`config.mk`:
```
export PLATFORM = sky130hd
export DESIGN_NAME = cau_sqrt
export DESIGN_NICKNAME = d
export VERILOG_FILES = /design/src/rtl/core/cau_pkg.sv /design/src/rtl/core/cau_sqrt.sv
export SDC_FILE = /design/constraint.sdc
export NUM_CORES = 1
export LEC_CHECK = 0
export BUFFER_PORTS_ARGS = -buffer_cell sky130_fd_sc_hd__buf_2
export CAP_MARGIN = 5
export CORE_MARGIN = 8
export CORE_UTILIZATION = 60
export DETAILED_ROUTE_END_ITERATION = 12
export GPL_TIMING_DRIVEN = 0
export PLACE_DENSITY = 0.84
export SYNTH_ARGS = -nofsm -noshare
export SYNTH_HDL_FRONTEND = slang
export SYNTH_SLANG_ARGS = --single-unit
```
`constraint.sdc`:
```
create_clock -name clk -period 5.4 [get_ports clk]
set_input_delay 0.54 -clock clk [delete_from_list [all_inputs] [get_ports clk]]
set_output_delay 0.54 -clock clk [all_outputs]
set_load 0.1 [all_outputs]
```
`src/rtl/core/cau_pkg.sv`:
```
// ----------------------------------------------------------------------------
// cau_pkg: shared types and constants of the complex arithmetic unit
// Command codes, status codes, default widths and the control word that
// travels down the pipeline next to the data.
// ----------------------------------------------------------------------------
`default_nettype none

package cau_pkg;

    localparam int DATA_WIDTH_DEF = 16;
    localparam int FRAC_BITS_DEF  = 8;
    localparam int CMD_W          = 4;
    localparam int STATUS_W       = 2;

    typedef enum logic [CMD_W-1:0] {
        CMD_ADD     = 4'd0,
        CMD_SUB     = 4'd1,
        CMD_MUL     = 4'd2,
        CMD_DIV     = 4'd3,
        CMD_CONJ    = 4'd4,
        CMD_MODSQ   = 4'd5,
        CMD_MODULUS = 4'd6,
        CMD_NORM    = 4'd7,
        CMD_EQUAL   = 4'd8
    } cmd_t;

    typedef enum logic [STATUS_W-1:0] {
        ST_OK       = 2'd0,
        ST_DIV_ZERO = 2'd1,
        ST_SAT      = 2'd2
    } status_t;

    // control word carried with every item
    typedef struct packed {
        cmd_t cmd;
        logic sat;
        logic eq;
    } ctl_t;

endpackage

`default_nettype wire

```
`src/rtl/core/cau_sqrt.sv`:
```
// ----------------------------------------------------------------------------
// cau_sqrt: pipelined integer square root
// One root bit per stage, restoring digit recurrence over a 2W-bit radicand.
// A side word rides along unchanged with every item.
// ----------------------------------------------------------------------------
`default_nettype none

module cau_sqrt
    import cau_pkg::*;
#(
    parameter int DATA_WIDTH = DATA_WIDTH_DEF,
    parameter int SB_W       = 1
)
(
    input  logic                    clk,
    input  logic                    rst_n,
    input  logic                    in_valid,
    output logic                    in_stall,
    input  logic [2*DATA_WIDTH-1:0] rad,
    input  logic [SB_W-1:0]         sb_in,
    output logic                    out_valid,
    input  logic                    out_stall,
    output logic [DATA_WIDTH-1:0]   root,
    output logic [SB_W-1:0]         sb_out
);

    localparam int W  = DATA_WIDTH;
    localparam int RW = W + 3;
    localparam int VW = 2 * W;

    logic            v_reg    [W];
    logic [RW-1:0]   rem_reg  [W];
    logic [W-1:0]    root_reg [W];
    logic [VW-1:0]   rad_reg  [W];
    logic [SB_W-1:0] sb_reg   [W];
    wire  [W-1:0]    en;

    for (genvar i = 0; i < W; i++)
    begin : g_stage
        logic            pv;
        logic [RW-1:0]   prem;
        logic [W-1:0]    proot;
        logic [VW-1:0]   prad;
        logic [SB_W-1:0] psb;
        logic [RW-1:0]   shrem, trial, rem_next;
        logic [W-1:0]    root_next;

        if (i == 0)
        begin : g_head
            assign pv    = in_valid;
            assign prem  = '0;
            assign proot = '0;
            assign prad  = rad;
            assign psb   = sb_in;
        end
        else
        begin : g_body
            assign pv    = v_reg[i-1];
            assign prem  = rem_reg[i-1];
            assign proot = root_reg[i-1];
            assign prad  = rad_reg[i-1];
            assign psb   = sb_reg[i-1];
        end

        if (i == W - 1)
        begin : g_tail
            assign en[i] = !v_reg[i] || !out_stall;
        end
        else
        begin : g_link
            assign en[i] = !v_reg[i] || en[i+1];
        end

        // bring in the next two radicand bits, try root*4+1
        always_comb
        begin
            shrem = {prem[RW-3:0], prad[VW-1 -: 2]};
            trial = {1'b0, proot, 2'b01};
            if (shrem >= trial)
            begin
                rem_next  = shrem - trial;
                root_next = {proot[W-2:0], 1'b1};
            end
            else
            begin
                rem_next  = shrem;
                root_next = {proot[W-2:0], 1'b0};
            end
        end

        always_ff @(posedge clk or negedge rst_n)
        begin
            if (!rst_n)
                v_reg[i] <= 1'b0;
            else if (en[i])
                v_reg[i] <= pv;
        end

        always_ff @(posedge clk)
        begin
            if (en[i])
            begin
                rem_reg[i]  <= rem_next;
                root_reg[i] <= root_next;
                rad_reg[i]  <= prad << 2;
                sb_reg[i]   <= psb;
            end
        end
    end

    assign in_stall  = !en[0];
    assign out_valid = v_reg[W-1];
    assign root      = root_reg[W-1];
    assign sb_out    = sb_reg[W-1];

endmodule

`default_nettype wire

```
---- After elaboration in Yosys (flattened, before gate mapping) ----
Memory sizes are Yosys's and may differ from the RTL's.
Index checks and enable logic that the tools add are counted.
storage, ports and cells
  register bits ........................... 16
  bits in writable memories ............... 1056
  input port bits ......................... 37
  output and inout bits ................... 19
  word-level logic and storage cells ...... 150
  memories ................................ 4
operators by class
  add/sub/neg operators ................... 16
  order comparisons ....................... 16
  muxes and demuxes ....................... 64
  reduce and logical (&&, ||, !) cells .... 34
memory list
  memory    words  width  read ports  clocked after memory_dff  write ports  RTL line        source
  rad_reg   16     30     15          0                         16           cau_sqrt.sv:34  logic [VW-1:0] rad_reg [W];
  rem_reg   16     19     15          0                         16           cau_sqrt.sv:32  logic [RW-1:0] rem_reg [W];
  root_reg  16     16     16          0                         16           cau_sqrt.sv:33  logic [W-1:0] root_reg [W];
  sb_reg    16     1      16          0                         16           cau_sqrt.sv:35  logic [SB_W-1:0] sb_reg [W];
operators by type and width
  cell                                                  number
  2-to-1 mux 19 bit                                     16
  >= comparator 19 x 18 -> 1 bit                        15
  subtractor 19 x 18 -> 19 bit                          15
  2-to-1 mux 1 bit                                      48
  logical NOT 1 bit                                     18
  logical OR 1 bit                                      16
  subtractor 2 x 1 -> 3 bit (second input constant)     1
  >= comparator 2 x 1 -> 1 bit (second input constant)  1

---- Longest topological paths before layout ----
  depth after elaboration ................. 19
  gate-level depth with buffers ........... 11
  gate-level depth less buffers ........... 10

---- Least setup slack after synthesis ----
No wires, ideal clock.
  kind .................................... register to output
  start ................................... reg v_reg, in the netlist out_valid
  end ..................................... out in_stall
  arrival ................................. 5.654 ns
  required time ........................... 4.860 ns
  setup slack ............................. -0.794 ns
  cell stages (with the launch flop) ...... 9
  path buffers ............................ 0
  cells stage by stage .................... dfrtp_1 -> and3_1 -> inv_1 -> nor2_1 -> nand2_1 -> nor3_1 -> and3_1 -> nand4_1 -> inv_1
between the ends
  word-level cells in the longest chain between the ends .. 18
RTL lines
  element                            RTL line         source
  from (decl)                        cau_sqrt.sv:31   logic v_reg [W];
  from (signal, indexed assignment)  cau_sqrt.sv:96   v_reg[i] <= pv;
  logical NOT 1 bit                  cau_sqrt.sv:67   assign en[i] = !v_reg[i] || !out_stall;
  logical OR 1 bit                   cau_sqrt.sv:67
  logical OR 1 bit                   cau_sqrt.sv:71   assign en[i] = !v_reg[i] || en[i+1];
  named net en[14]                   cau_sqrt.sv:36   wire [W-1:0] en;
  logical OR 1 bit (4 in a row)      cau_sqrt.sv:71
  named net en[10]                   cau_sqrt.sv:36
  logical OR 1 bit (10 in a row)     cau_sqrt.sv:71
  named net en[0]                    cau_sqrt.sv:36
  logical NOT 1 bit                  cau_sqrt.sv:111  assign in_stall = !en[0];
  to (decl)                          cau_sqrt.sv:18   output logic in_stall,
The timed path passes the listed nets, and every way through them passes these cells.

---- Worst setup path after layout ----
Same ends and word-level chain as after synthesis.

==> results.cfg <==
[outcome]
status = complete, no violations

[finish]
largest_reg_flops = 240
final_nets = 2482
diodes = 0
layout-drive-gt1-share = 0.0965
mostFrequentLayoutCell = edfxtp_1
final_cells = 2957
area_growth_pct = 10.8
layout_common_cells = edfxtp_1, inv_1, ha_1

[synth]
synth-seq-cells = 645
synth_edf_count = 629
yosysTopAreaCell = edfxtp_1
yosysSeqAreaShare = 0.662
syn_area_um2 = 29100
yosysWarnings = 0
yosysTopAreaCellShare = 0.648
async_flop_share = 0.0248
synth.top_cells.by_area = edfxtp_1, ha_1, xnor2_1, xor2_1, inv_1
netlist_instances = 2167
synth_cell_types = 90
syn_nets = 2356
synthFlopType = edfxtp_1
syn_avg_cell_area_um2 = 13.4

[pwr]
max-vdd-ir-drop_mv = 0.371
leakage_nw = 13.2
pwr-share-clk = 0.279
pwr_density_cell_nw_per_um2 = 461
switching_share = 0.295
internal_power_mw = 10.5
comb_power_share = 0.216
switching_power_mw = 4.38
power.total_mw = 14.9
seqPwrFrac = 0.506

[placement]
place_congestion = 0.954
dp.cells = 2843
io_buffer_count = 55
dp_hpwl_um = 37900

[worst_setup_path]
path_cells = and3_1 -> inv_1 -> nor2_1 -> nand2_4 -> nor3_2 -> and3_1 -> nand4_1 -> buf_8 -> inv_1 -> buf_2
cp_max_fo = 41
cp_data_arrival_time_ns = 4.46
path_buf_inv = 4
endpoint_kind = primary output
crit_type = reg -> out
start_kind = flip-flop
cp_top_family = simple AND/OR/NAND/NOR gates
slowest_stage = nor2_1
slowest_delay_ns = 0.45
crit_required_ns = 4.86

[route]
wirelength_um = 54200
wl_per_cell_um = 18.3
via_count = 17281
vias_per_cell = 5.84
drt_first_iter_violations = 1428
drc_errors = 0
ant_nets = 0
firstDrtPassIters = 6

[floorplan]
dieWidth_um = 236
initial_utilization = 0.609
die_h_um = 236
core_area_um2 = 47800
ioPinCount = 56
dieArea_um2 = 55900
placementRows = 80

[grt]
grt_overflow = 0
antenna_found_initial = 0
grt_usage = 0.193
grt_max_degree = 47
grt_pass1_wl_um = 88200
first_global_vias = 17560

[min_path]
hp-class = in -> reg

[cts]
clock_latency_ns = 0.64
cts_inserted_buffers = 61
clk_pin_slew_worst_paths_ns = 0.06
cts_htree_levels = 2
clock_sinks = 645
cts_tree = done
cts_root_buf = clkbuf_16
cts.path.max_buffers = 3

[sta]
setup_viol = 0
fmax_mhz = 200
finalCriticalPeriod_ns = 5.00
relSlewSlack = 0.325
rsz0062_at_grt = no
whs_ns = 0.0743
finalCritPeriodShare = 0.926
fin_skew_ns = 0.0263
worst_pin_slew_ns = 1.01
final-max-slew-violation-count = 0
hold_viol_final = 0

[job]
maxCapViolCount = 0
## final cells by class
type	count	area, um^2
Buffer	25	145
Timing Repair Buffer	63	415
Fill cell	3167	15600
Tap cell	615	769
Clock buffer	77	1590
Multi-Input combinational cell	1309	9040
Clock inverter	35	338
Inverter	188	706
Sequential cell	645	19300
## Yosys cell counts (4+ instances only)
cell type  count
a21oi_1      121
or4_1          9
nor2b_1       25
o21ai_0       91
nand3_1       37
or3_1         20
a21boi_0       4
dfrtp_1       16
or2_2         10
xnor2_1       83
xor2_1        83
nand2b_1      50
o21a_1        32
edfxtp_1     629
mux2_2         7
nand2_1      144
mux2_1         4
a211oi_1      11
buf_2         14
mux2i_1        4
a221o_1        4
a31oi_1        7
nor4_1        18
o21bai_1       5
nand4_1       14
nor3_1        49
nand3b_1       4
nor2_1       137
o21ai_1       25
inv_1        186
and3_1        17
clkbuf_1       5
o31a_1         7
and2_1         6
a21o_1        33
o31ai_1       19
ha_1         152
o211ai_1       8
## worst paths after layout
check	startpoint	to	slack, ns	cells after the start
max	out_valid$_DFFE_PN0P_	in_stall	0.40	10
min	rad[18]	rad_reg[0][18]$_DFFE_PP_	0.07	1
max reg2reg	out_valid$_DFFE_PN0P_	rem_reg[0][124]$_DFFE_PP_	1.50	6
min reg2reg	rad_reg[0][233]$_DFFE_PP_	rad_reg[1][25]$_DFFE_PP_	0.40	0
max in group asynchronous	rst_n	g_stage[8].pv$_DFFE_PN0P_	4.62	2
min in group asynchronous	rst_n	g_stage[15].pv$_DFFE_PN0P_	0.41	2
## repair_timing
action | 4_1_cts | 5_1_grt
pin swaps | 1 | 0
gates cloned | 0 | 0
endpoints found under the setup margin | 1 | 1
resized for setup | 0 | 1
endpoints found under the hold margin | 16 | 0
hold buffers | 1 | 0
setup buffers | 1 | 0
## power groups by stage
stage | logic, mW | clock network [mW] | registers, mW
floorplan | 2.35 | 0 | 7.44
global placement | 2.94 | 0 | 7.55
detailed placement | 3.12 | 0 | 7.62
CTS | 3.16 | 4.24 | 7.52
global route | 3.56 | 4.41 | 7.62
finish | 3.21 | 4.15 | 7.52
## stage by stage
step	area, um^2	setup TNS, ns	utilization	worst slack, ns
floorplan	29100	0	-	0.0108
global placement	30200	-0.417	0.631	-0.417
detailed placement	30300	0	0.634	0.0868
CTS	32300	0	0.675	0.324
global route	32300	0	0.675	0.131
finish	32300	0	0.675	0.399
## per-layer routing
| metal | vias to the layer above | global-route usage | wire length [um] | share of wire |
|---|---|---|---|---|
| met5 | - | 0 | 0 | 0 |
| met4 | 0 | 0.0580 | 1300 | 0.024 |
| met3 | 105 | 0.0360 | 3360 | 0.062 |
| met2 | 576 | 0.344 | 27600 | 0.51 |
| met1 | 8365 | 0.236 | 21900 | 0.40 |
| li1 | 8235 | - | - | - |
## kinds of logic (layout without fill, tap and decap cells)
group / count (synthesis) / in the layout / share of synthesized area
AOI/OAI and AO/OA: 407 / 407 / 0.0887
xor gates and xnor gates: 166 / 166 / 0.0499
adders and majority gates: 152 / 152 / 0.0653
buffers and inverters: 213 / 388 / 0.0292
DFF: 645 / 645 / 0.662
muxes: 16 / 16 / 0.00614
other: 1 / 1 / 0.000129
and+or+nand+nor: 567 / 567 / 0.0987
Power figures use the tool's default switching activity.
