===== config.mk =====
export PLATFORM = sky130hd
export DESIGN_NAME = cau_div
export DESIGN_NICKNAME = d
export VERILOG_FILES = /design/src/rtl/core/cau_pkg.sv /design/src/rtl/core/cau_div.sv
export SDC_FILE = /design/constraint.sdc
export NUM_CORES = 2
export LEC_CHECK = 0
export BUFFER_PORTS_ARGS = -buffer_cell sky130_fd_sc_hd__buf_2
export CORE_UTILIZATION = 35
export DETAILED_ROUTE_END_ITERATION = 10
export HOLD_SLACK_MARGIN = 0.06
export PLACE_DENSITY = 0.6
export SLEW_MARGIN = 15
export SYNTH_ARGS = -nofsm -noshare
export SYNTH_HDL_FRONTEND = slang
export SYNTH_SLANG_ARGS = --single-unit

===== constraint.sdc =====
create_clock -name clk -period 18.9 [get_ports clk]
set_input_delay 0 -clock clk [delete_from_list [all_inputs] [get_ports clk]]
set_output_delay 0 -clock clk [all_outputs]
set_load 0.02 [all_outputs]

===== src/rtl/core/cau_pkg.sv =====
// ----------------------------------------------------------------------------
// cau_pkg: shared types and constants of the complex arithmetic unit
// Command codes, status codes, default widths and the control word that
// travels down the pipeline next to the data.
// ----------------------------------------------------------------------------
`default_nettype none

package cau_pkg;

    localparam int DATA_WIDTH_DEF = 16;
    localparam int FRAC_BITS_DEF  = 8;
    localparam int CMD_W          = 4;
    localparam int STATUS_W       = 2;

    typedef enum logic [CMD_W-1:0] {
        CMD_ADD     = 4'd0,
        CMD_SUB     = 4'd1,
        CMD_MUL     = 4'd2,
        CMD_DIV     = 4'd3,
        CMD_CONJ    = 4'd4,
        CMD_MODSQ   = 4'd5,
        CMD_MODULUS = 4'd6,
        CMD_NORM    = 4'd7,
        CMD_EQUAL   = 4'd8
    } cmd_t;

    typedef enum logic [STATUS_W-1:0] {
        ST_OK       = 2'd0,
        ST_DIV_ZERO = 2'd1,
        ST_SAT      = 2'd2
    } status_t;

    // control word carried with every item
    typedef struct packed {
        cmd_t cmd;
        logic sat;
        logic eq;
    } ctl_t;

endpackage

`default_nettype wire


===== src/rtl/core/cau_div.sv =====
// ----------------------------------------------------------------------------
// cau_div: pipelined fixed-point divider and result merge
// A setup stage picks the divisor and the overflow check, W restoring
// steps make one quotient bit each for both lanes, and the output
// register merges divide, normalize, modulus and front-end results.
// ----------------------------------------------------------------------------
`default_nettype none

module cau_div
    import cau_pkg::*;
#(
    parameter int DATA_WIDTH = DATA_WIDTH_DEF,
    parameter int FRAC_BITS  = FRAC_BITS_DEF
)
(
    input  logic                          clk,
    input  logic                          rst_n,
    input  logic                          in_valid,
    output logic                          in_stall,
    input  ctl_t                          ctl,
    input  logic signed [DATA_WIDTH-1:0]  early_re,
    input  logic signed [DATA_WIDTH-1:0]  early_im,
    input  logic signed [2*DATA_WIDTH:0]  num_re,
    input  logic signed [2*DATA_WIDTH:0]  num_im,
    input  logic [2*DATA_WIDTH-1:0]       den,
    input  logic [DATA_WIDTH-1:0]         root,
    output logic                          out_valid,
    input  logic                          out_stall,
    output logic signed [DATA_WIDTH-1:0]  res_re,
    output logic signed [DATA_WIDTH-1:0]  res_im,
    output logic                          is_equal,
    output logic [STATUS_W-1:0]           status
);

    localparam int W  = DATA_WIDTH;
    localparam int F  = FRAC_BITS;
    localparam int SW = 2 * W + 1;
    localparam int DW = 2 * W;
    localparam int RW = 2 * W + 1;
    localparam int NW = 2 * W + F;
    localparam int HW = W + F;
    localparam int CW = (HW > DW) ? HW : DW;

    localparam logic [W-1:0] MAX_W = {1'b0, {(W-1){1'b1}}};
    localparam logic [W-1:0] MIN_W = {1'b1, {(W-1){1'b0}}};

    // index 0 is the setup stage, 1..W the quotient steps
    logic                v_reg    [W+1];
    ctl_t                ctl_reg  [W+1];
    logic signed [W-1:0] ere_reg  [W+1];
    logic signed [W-1:0] eim_reg  [W+1];
    logic [W-1:0]        root_reg [W+1];
    logic [DW-1:0]       d_reg    [W+1];
    logic                dz_reg   [W+1];
    logic                neg_reg  [W+1][2];
    logic                ovf_reg  [W+1][2];
    logic [RW-1:0]       r_reg    [W+1][2];
    logic [W-1:0]        l_reg    [W+1][2];
    logic [W-1:0]        q_reg    [W+1][2];
    wire  [W:0]          en;

    // setup signals
    logic [DW-1:0]       d_next;
    logic                dz_next;
    logic signed [SW-1:0] num  [2];
    logic [SW-1:0]       mag   [2];
    logic [NW-1:0]       nfull [2];
    logic                neg_next [2];
    logic                ovf_next [2];
    logic [RW-1:0]       r_next   [2];
    logic [W-1:0]        l_next   [2];

    // output stage
    logic                fv_reg;
    logic signed [W-1:0] fre_reg, fim_reg, fre_next, fim_next;
    logic                feq_reg;
    status_t             fst_reg, fst_next;
    logic                fen;
    logic [W-1:0]        lim [2];
    logic                qs  [2];
    logic [W-1:0]        qv  [2];

    assign fen = !fv_reg || !out_stall;
    assign in_stall = !en[0];

    for (genvar k = 0; k <= W; k++)
    begin : g_en
        if (k == W)
        begin : g_tail
            assign en[k] = !v_reg[k] || fen;
        end
        else
        begin : g_link
            assign en[k] = !v_reg[k] || en[k+1];
        end
    end

    // setup: divisor choice, magnitudes, scaled numerator and overflow check
    always_comb
    begin
        d_next  = (ctl.cmd == CMD_DIV) ? den : DW'(root);
        dz_next = ((ctl.cmd == CMD_DIV) || (ctl.cmd == CMD_NORM)) && (d_next == '0);
        num[0]  = num_re;
        num[1]  = num_im;
        for (int j = 0; j < 2; j++)
        begin
            neg_next[j] = num[j][SW-1];
            mag[j]      = neg_next[j] ? -num[j] : num[j];
            nfull[j]    = NW'(mag[j][DW-1:0]) << F;
            ovf_next[j] = CW'(nfull[j][NW-1:W]) >= CW'(d_next);
            r_next[j]   = RW'(nfull[j][NW-1:W]);
            l_next[j]   = nfull[j][W-1:0];
        end
    end

    always_ff @(posedge clk or negedge rst_n)
    begin
        if (!rst_n)
            v_reg[0] <= 1'b0;
        else if (en[0])
            v_reg[0] <= in_valid;
    end

    always_ff @(posedge clk)
    begin
        if (en[0])
        begin
            ctl_reg[0]  <= ctl;
            ere_reg[0]  <= early_re;
            eim_reg[0]  <= early_im;
            root_reg[0] <= root;
            d_reg[0]    <= d_next;
            dz_reg[0]   <= dz_next;
            for (int j = 0; j < 2; j++)
            begin
                neg_reg[0][j] <= neg_next[j];
                ovf_reg[0][j] <= ovf_next[j];
                r_reg[0][j]   <= r_next[j];
                l_reg[0][j]   <= l_next[j];
                q_reg[0][j]   <= '0;
            end
        end
    end

    // quotient steps: shift in one numerator bit, subtract when it fits
    for (genvar k = 1; k <= W; k++)
    begin : g_step
        logic [RW-1:0] shr  [2];
        logic [RW-1:0] r_nx [2];
        logic [W-1:0]  q_nx [2];

        always_comb
        begin
            for (int j = 0; j < 2; j++)
            begin
                shr[j] = {r_reg[k-1][j][RW-2:0], l_reg[k-1][j][W-1]};
                if (shr[j] >= {1'b0, d_reg[k-1]})
                begin
                    r_nx[j] = shr[j] - {1'b0, d_reg[k-1]};
                    q_nx[j] = {q_reg[k-1][j][W-2:0], 1'b1};
                end
                else
                begin
                    r_nx[j] = shr[j];
                    q_nx[j] = {q_reg[k-1][j][W-2:0], 1'b0};
                end
            end
        end

        always_ff @(posedge clk or negedge rst_n)
        begin
            if (!rst_n)
                v_reg[k] <= 1'b0;
            else if (en[k])
                v_reg[k] <= v_reg[k-1];
        end

        always_ff @(posedge clk)
        begin
            if (en[k])
            begin
                ctl_reg[k]  <= ctl_reg[k-1];
                ere_reg[k]  <= ere_reg[k-1];
                eim_reg[k]  <= eim_reg[k-1];
                root_reg[k] <= root_reg[k-1];
                d_reg[k]    <= d_reg[k-1];
                dz_reg[k]   <= dz_reg[k-1];
                for (int j = 0; j < 2; j++)
                begin
                    neg_reg[k][j] <= neg_reg[k-1][j];
                    ovf_reg[k][j] <= ovf_reg[k-1][j];
                    r_reg[k][j]   <= r_nx[j];
                    l_reg[k][j]   <= l_reg[k-1][j] << 1;
                    q_reg[k][j]   <= q_nx[j];
                end
            end
        end
    end

    // merge: signed quotients with saturation, modulus clamp, passthrough
    always_comb
    begin
        for (int j = 0; j < 2; j++)
        begin
            lim[j] = neg_reg[W][j] ? MIN_W : MAX_W;
            qs[j]  = ovf_reg[W][j] || (q_reg[W][j] > lim[j]);
            if (qs[j])
                qv[j] = neg_reg[W][j] ? MIN_W : MAX_W;
            else
                qv[j] = neg_reg[W][j] ? -q_reg[W][j] : q_reg[W][j];
        end

        fre_next = ere_reg[W];
        fim_next = eim_reg[W];
        fst_next = ctl_reg[W].sat ? ST_SAT : ST_OK;
        case (ctl_reg[W].cmd)
            CMD_DIV, CMD_NORM:
            begin
                if (dz_reg[W])
                begin
                    fre_next = '0;
                    fim_next = '0;
                    fst_next = ST_DIV_ZERO;
                end
                else
                begin
                    fre_next = qv[0];
                    fim_next = qv[1];
                    fst_next = (qs[0] || qs[1]) ? ST_SAT : ST_OK;
                end
            end
            CMD_MODULUS:
            begin
                fim_next = '0;
                if (root_reg[W][W-1])
                begin
                    fre_next = MAX_W;
                    fst_next = ST_SAT;
                end
                else
                begin
                    fre_next = root_reg[W];
                    fst_next = ST_OK;
                end
            end
            default:
            begin
            end
        endcase
    end

    always_ff @(posedge clk or negedge rst_n)
    begin
        if (!rst_n)
            fv_reg <= 1'b0;
        else if (fen)
            fv_reg <= v_reg[W];
    end

    always_ff @(posedge clk)
    begin
        if (fen)
        begin
            fre_reg <= fre_next;
            fim_reg <= fim_next;
            feq_reg <= ctl_reg[W].eq;
            fst_reg <= fst_next;
        end
    end

    assign out_valid = fv_reg;
    assign res_re    = fre_reg;
    assign res_im    = fim_reg;
    assign is_equal  = feq_reg;
    assign status    = fst_reg;

endmodule

`default_nettype wire


==> Word level (Yosys, flattened, before mapping) <==
Memories as Yosys holds them, arrays and structs flattened.
Index checks and enable logic that the tools add are counted.
{ "word_totals": {"ff_bits": 53, "ram_bits": 3723, "inputBits": 156, "out_inout_bits": 37, "wordCells": 272, "memories": 11} }
{ "memory_table": {"columns": ["memory", "depth", "word_bits", "rd", "rd_clocked_by_memory_dff", "wr", "line_no", "source"], "rows": [
  ["r_reg", 17, 66, 16, 0, 17, "cau_div.sv:57", "logic [RW-1:0] r_reg [W+1][2];"],
  ["d_reg", 17, 32, 16, 0, 17, "cau_div.sv:53", "logic [DW-1:0] d_reg [W+1];"],
  ["q_reg", 17, 32, 17, 0, 17, "cau_div.sv:59", "logic [W-1:0] q_reg [W+1][2];"],
  ["l_reg", 17, 30, 16, 0, 17, "cau_div.sv:58", "logic [W-1:0] l_reg [W+1][2];"],
  ["eim_reg", 17, 16, 17, 0, 17, "cau_div.sv:51", "logic signed [W-1:0] eim_reg [W+1];"],
  ["ere_reg", 17, 16, 17, 0, 17, "cau_div.sv:50", "logic signed [W-1:0] ere_reg [W+1];"],
  ["+5 memories", null, null, null, null, null, null, null]
]} }
{ "classes": {"addsub": 36, "n_lt_le_gt_ge": 36, "n_eq_ne": 5, "muxes": 117, "n_reduce_logical": 45} }
{ "op_table": {"columns": ["operator", "n"], "rows": [
  [">= comparator 33 x 32 -> 1 bit", 32],
  ["2-to-1 mux 33 bit", 32],
  ["subtractor 33 x 32 -> 33 bit", 32],
  ["2-to-1 mux 16 bit", 8],
  ["2-to-1 mux 32 bit", 3],
  ["2-to-1 mux 1 bit", 66],
  [">= comparator 24 x 32 -> 1 bit", 2],
  ["negation 32 bit", 2],
  ["case mux 16 bit (2 select lines)", 2],
  ["greater-than comparator 16 bit", 2],
  ["logical NOT 32 bit", 1],
  ["negation 16 bit", 2],
  ["logical OR 1 bit", 22],
  ["logical NOT 1 bit", 20],
  ["2-to-1 mux 15 bit", 1],
  ["equality test 4 x 3 -> 1 bit, second input constant", 3],
  ["equality test 4 x 2 -> 1 bit, second input constant", 2],
  ["2-to-1 mux 2 bit", 4],
  ["case mux 2 bit (2 select lines)", 1],
  ["OR reduction 2 bit", 1],
  ["logical AND 1 bit", 1]
]} }

==> Longest topological paths before layout <==
{ "depth": {"word_depth": 21, "ltp_mapped": 22, "mapped_depth_nobuf": 22} }

==> Least setup slack after synthesis <==
No wires, ideal clock.
{ "synth_timing": {"path_kind": "reg-to-reg", "startpoint": "register fv_reg (netlist: out_valid)", "endpoint": "memory ctl_reg[0][0] (netlist name) (enable)", "setup_ns": 1.694, "t_arrival_ns": 14.267, "required_time_ns": 17.206, "path_slack_ns": 2.939, "path_stages_with_launch": 10, "n_path_buf": 0, "synth_period_minus_slack_ns": 15.961, "cell_sequence": "dfrtp_1 > and3_1 > inv_1 > nor2_1 > and2_1 > inv_1 > nor3_1 > nand3_1 > nor2_1 > nand3_1"} }
{ "synth_rtl": {"columns": ["element", "line_no", "source"], "rows": [
  ["start, declared", "cau_div.sv:74", "logic fv_reg;"],
  ["start signal, assigned", "cau_div.sv:257", "fv_reg <= v_reg[W];"],
  ["end, declared", "cau_div.sv:49", "ctl_t ctl_reg [W+1];"]
]} }

==> flow_summary.ini <==
[status]
outcome = complete, no violations

[cells_and_area]
multi_input_area_sq_um = 60000
seqCellArea_sq_um = 87600
drive_above_1_share = 0.0857
fin_nets = 14330
fin_area_sq_um = 172000
syn2layout_area_growth_pct = 13.9
utilization = 0.400
fillers = 40501
layout_commonest_cell = edfxtp_1
mostFrequentLayoutCells = edfxtp_1, ha_1, nand2_1
largest_register_ffs = 1008

[timing]
tightest_slew_ps = 1200
setup-tns-final_ps = 0
min_period_ps = 5840
hold_violations = 0
slew-limit-headroom = 0.191
rsz0062_at_grt = false
fmax_ghz = 0.171
fin_crit_sh = 0.309
holdWs_ps = 126
fin_ws_ps = 13060
maxSlewViolCount = 0
skew_ps = 59.9
setup_viol = 0

[cts]
cts_setup_buffers = 0
cts.sinks = 2920
clock_path_buffers = 4
cts_buffers = 301
clk_pin_slew_ps = 60
insertion_delay_ps = 920
cts_tree = built
cts-root-buf = clkbuf_16
cts_htree_levels = 5
cts_resized = 0

[power_and_ir_drop]
power_frac_clock = 0.179
power_frac_seq = 0.356
powerDensity_nw_per_um2 = 187
p_int_mw = 19.5
power_frac_comb = 0.466
switching_share = 0.393
vdd_drop_max_mv = 0.0980
switching_power_mw = 12.7
p_leak_nw = 66.5

[setup_path]
crit_chain = and3_1 > inv_4 > nor2_1 > and2_1 > inv_8 > nor3_1 > buf_4 > nand3_4 > nor2_1 > buf_4 > nand2_4 > buf_4 > buf_4
crit_family = buffers and inverters
crit_slowest_cell = buf_4
worstRegToRegCells = 13
crit_buf_inv = 6
critical_path_class = register to register
slowest_delay_ps = 840
end_kind = register
critPathArrivalTime_ps = 6350
rrSetupSlack_ps = 13060
crit_top_cell = buf_4
path_max_fanout = 108
worstReg2RegEnd = l_reg[1][10]
start_kind = register
r2r_start = v_reg[0]
required_ps = 19410

[synth]
postSynthAreaPerCell_sq_um = 12.2
synth_compound_area_frac = 0.137
ys_seq_elements = 2920
netlist_area_sq_um = 151000
synthArstFlopShare = 0.00616
synth.top_cell.area_share = 0.576
synth_edf_count = 2902
synth.top_cells.by_area = edfxtp_1, ha_1, a21oi_1
synthFlopType = edfxtp_1
syn_nets = 13645
synth_mux_area_frac = 0.0259
synth_top_family_by_area = compound AO/OA/AOI/OAI gates
synth.largest_area_cell = edfxtp_1
synthCells = 12366
synth_xor_area_frac = 0.0494
ys_seq_area_frac = 0.579
synth.distinct_cells = 99
synthAdderAreaFrac = 0.0943
yosys_warnings = 0
synthSimpleGateAreaFrac = 0.0874

[die]
io_pins = 193
initial_core_util = 0.351
die_area_sq_um = 435000
coreArea_sq_um = 431000
die_y_microns = 660
fp.dieW_microns = 660
row_count = 241

[drt]
route.antenna.remaining_nets = 0
wirelength_microns = 398000
avgRoutedWirePerCell_microns = 20.9
via_count = 97661
drtIter0Drc = 7168
drtPass1Iterations = 6
drc = 0
avgViaCountPerCell = 5.14

[global_routing]
track_usage = 0.177
grt_pass1_wl_microns = 591000
first_global_vias = 95558
antenna_found_initial = 15
grt_max_degree = 154
grt_overflow = 0

[placed_design]
dpl_cell_area_sq_um = 159000
place_congestion = 0.945
dpl.hpwl_microns = 308000
dp_slack_ps = 13020
port_buffers = 192

[hold_path]
hold_path_end = d_reg[0][21]
holdPathStages = 4
hold_path.class = input pin to register
holdCritStartpoint = den[21]

[job]
cap_violations = 0
[worst max-delay path by stage]
stage                          from             to  cells after the start
after floorplan           out_valid  ctl_reg[0][0]                      9
after global placement    out_valid   l_reg[1][11]                     13
after detailed placement  out_valid    l_reg[1][8]                     13
after CTS                  v_reg[0]   l_reg[1][26]                     13
after global routing       v_reg[0]   l_reg[1][10]                     13
final                      v_reg[0]   l_reg[1][10]                     13
[what timing repair did]
item | in CTS | in global routing
setup endpoints to repair | 0 | 0
hold endpoints to repair | 211 | 0
hold buffers | 362 | 0
[synthesized netlist by cell type (all sizes together), types with 167 or more instances]
cell type and instances:
o21ai 961, edfxtp 2902, nand2 924, a21oi 913, nand2b 195, xor2 357, inv 792, nor3 174
nand3 197, mux2 310, ha 1093, clkbuf 167, xnor2 497, nor2 631, a21o 463
[cell type report]
type,instances,share of cell area
Clock inverter,164,0.00869
Tap cell,5710,0.0414
Sequential cell,2920,0.508
Clock buffer,372,0.0459
Inverter,793,0.0175
Timing Repair Buffer,635,0.0303
Antenna cell,8,0.000116
Multi-Input combinational cell,8400,0.348
[worst min-delay path, cell delays in order]
cell and delay (ps):
dlygate4sd3_1 510, buf_2 100, nand2_1 160, inv_1 130
[layer usage]
metal	share of wire	track usage	wire length (microns)
met5	0	0	0
met4	0.040	0.0663	16000
met2	0.49	0.310	194000
met1	0.43	0.223	170000
met3	0.044	0.0227	17600
[power by group through the flow]
| stage | combinational, mW | clock, mW | sequential, mW |
|---|---|---|---|
| after floorplan | 11.0 | 0 | 10.9 |
| after global routing | 16.5 | 6.13 | 11.6 |
| after global placement | 14.7 | 0 | 11.6 |
| after CTS | 14.9 | 5.90 | 11.5 |
| final | 15.0 | 5.75 | 11.5 |
| after detailed placement | 14.8 | 0 | 11.6 |
[cells by family (layout without fill, tap and decap cells)]
family | count (synthesis) | in the layout
AOI/OAI and AO/OA | 3297 | 3297
xor gates and xnor gates | 854 | 854
adders and majority gates | 1123 | 1123
buffers and inverters | 1046 | 1964
DFF | 2920 | 2920
muxes | 353 | 353
other | 0 | 8
and+or+nand+nor | 2773 | 2773
[through the flow]
| step | total power, mW | cells |
|---|---|---|
| CTS | 32.3 | 18994 |
| global placement | 26.3 | 18096 |
| global route | 34.3 | 18997 |
| detailed placement | 26.4 | 18096 |
| floorplan | 21.9 | 12366 |
| finish | 32.2 | 19002 |
Power figures use the tool's default switching activity.
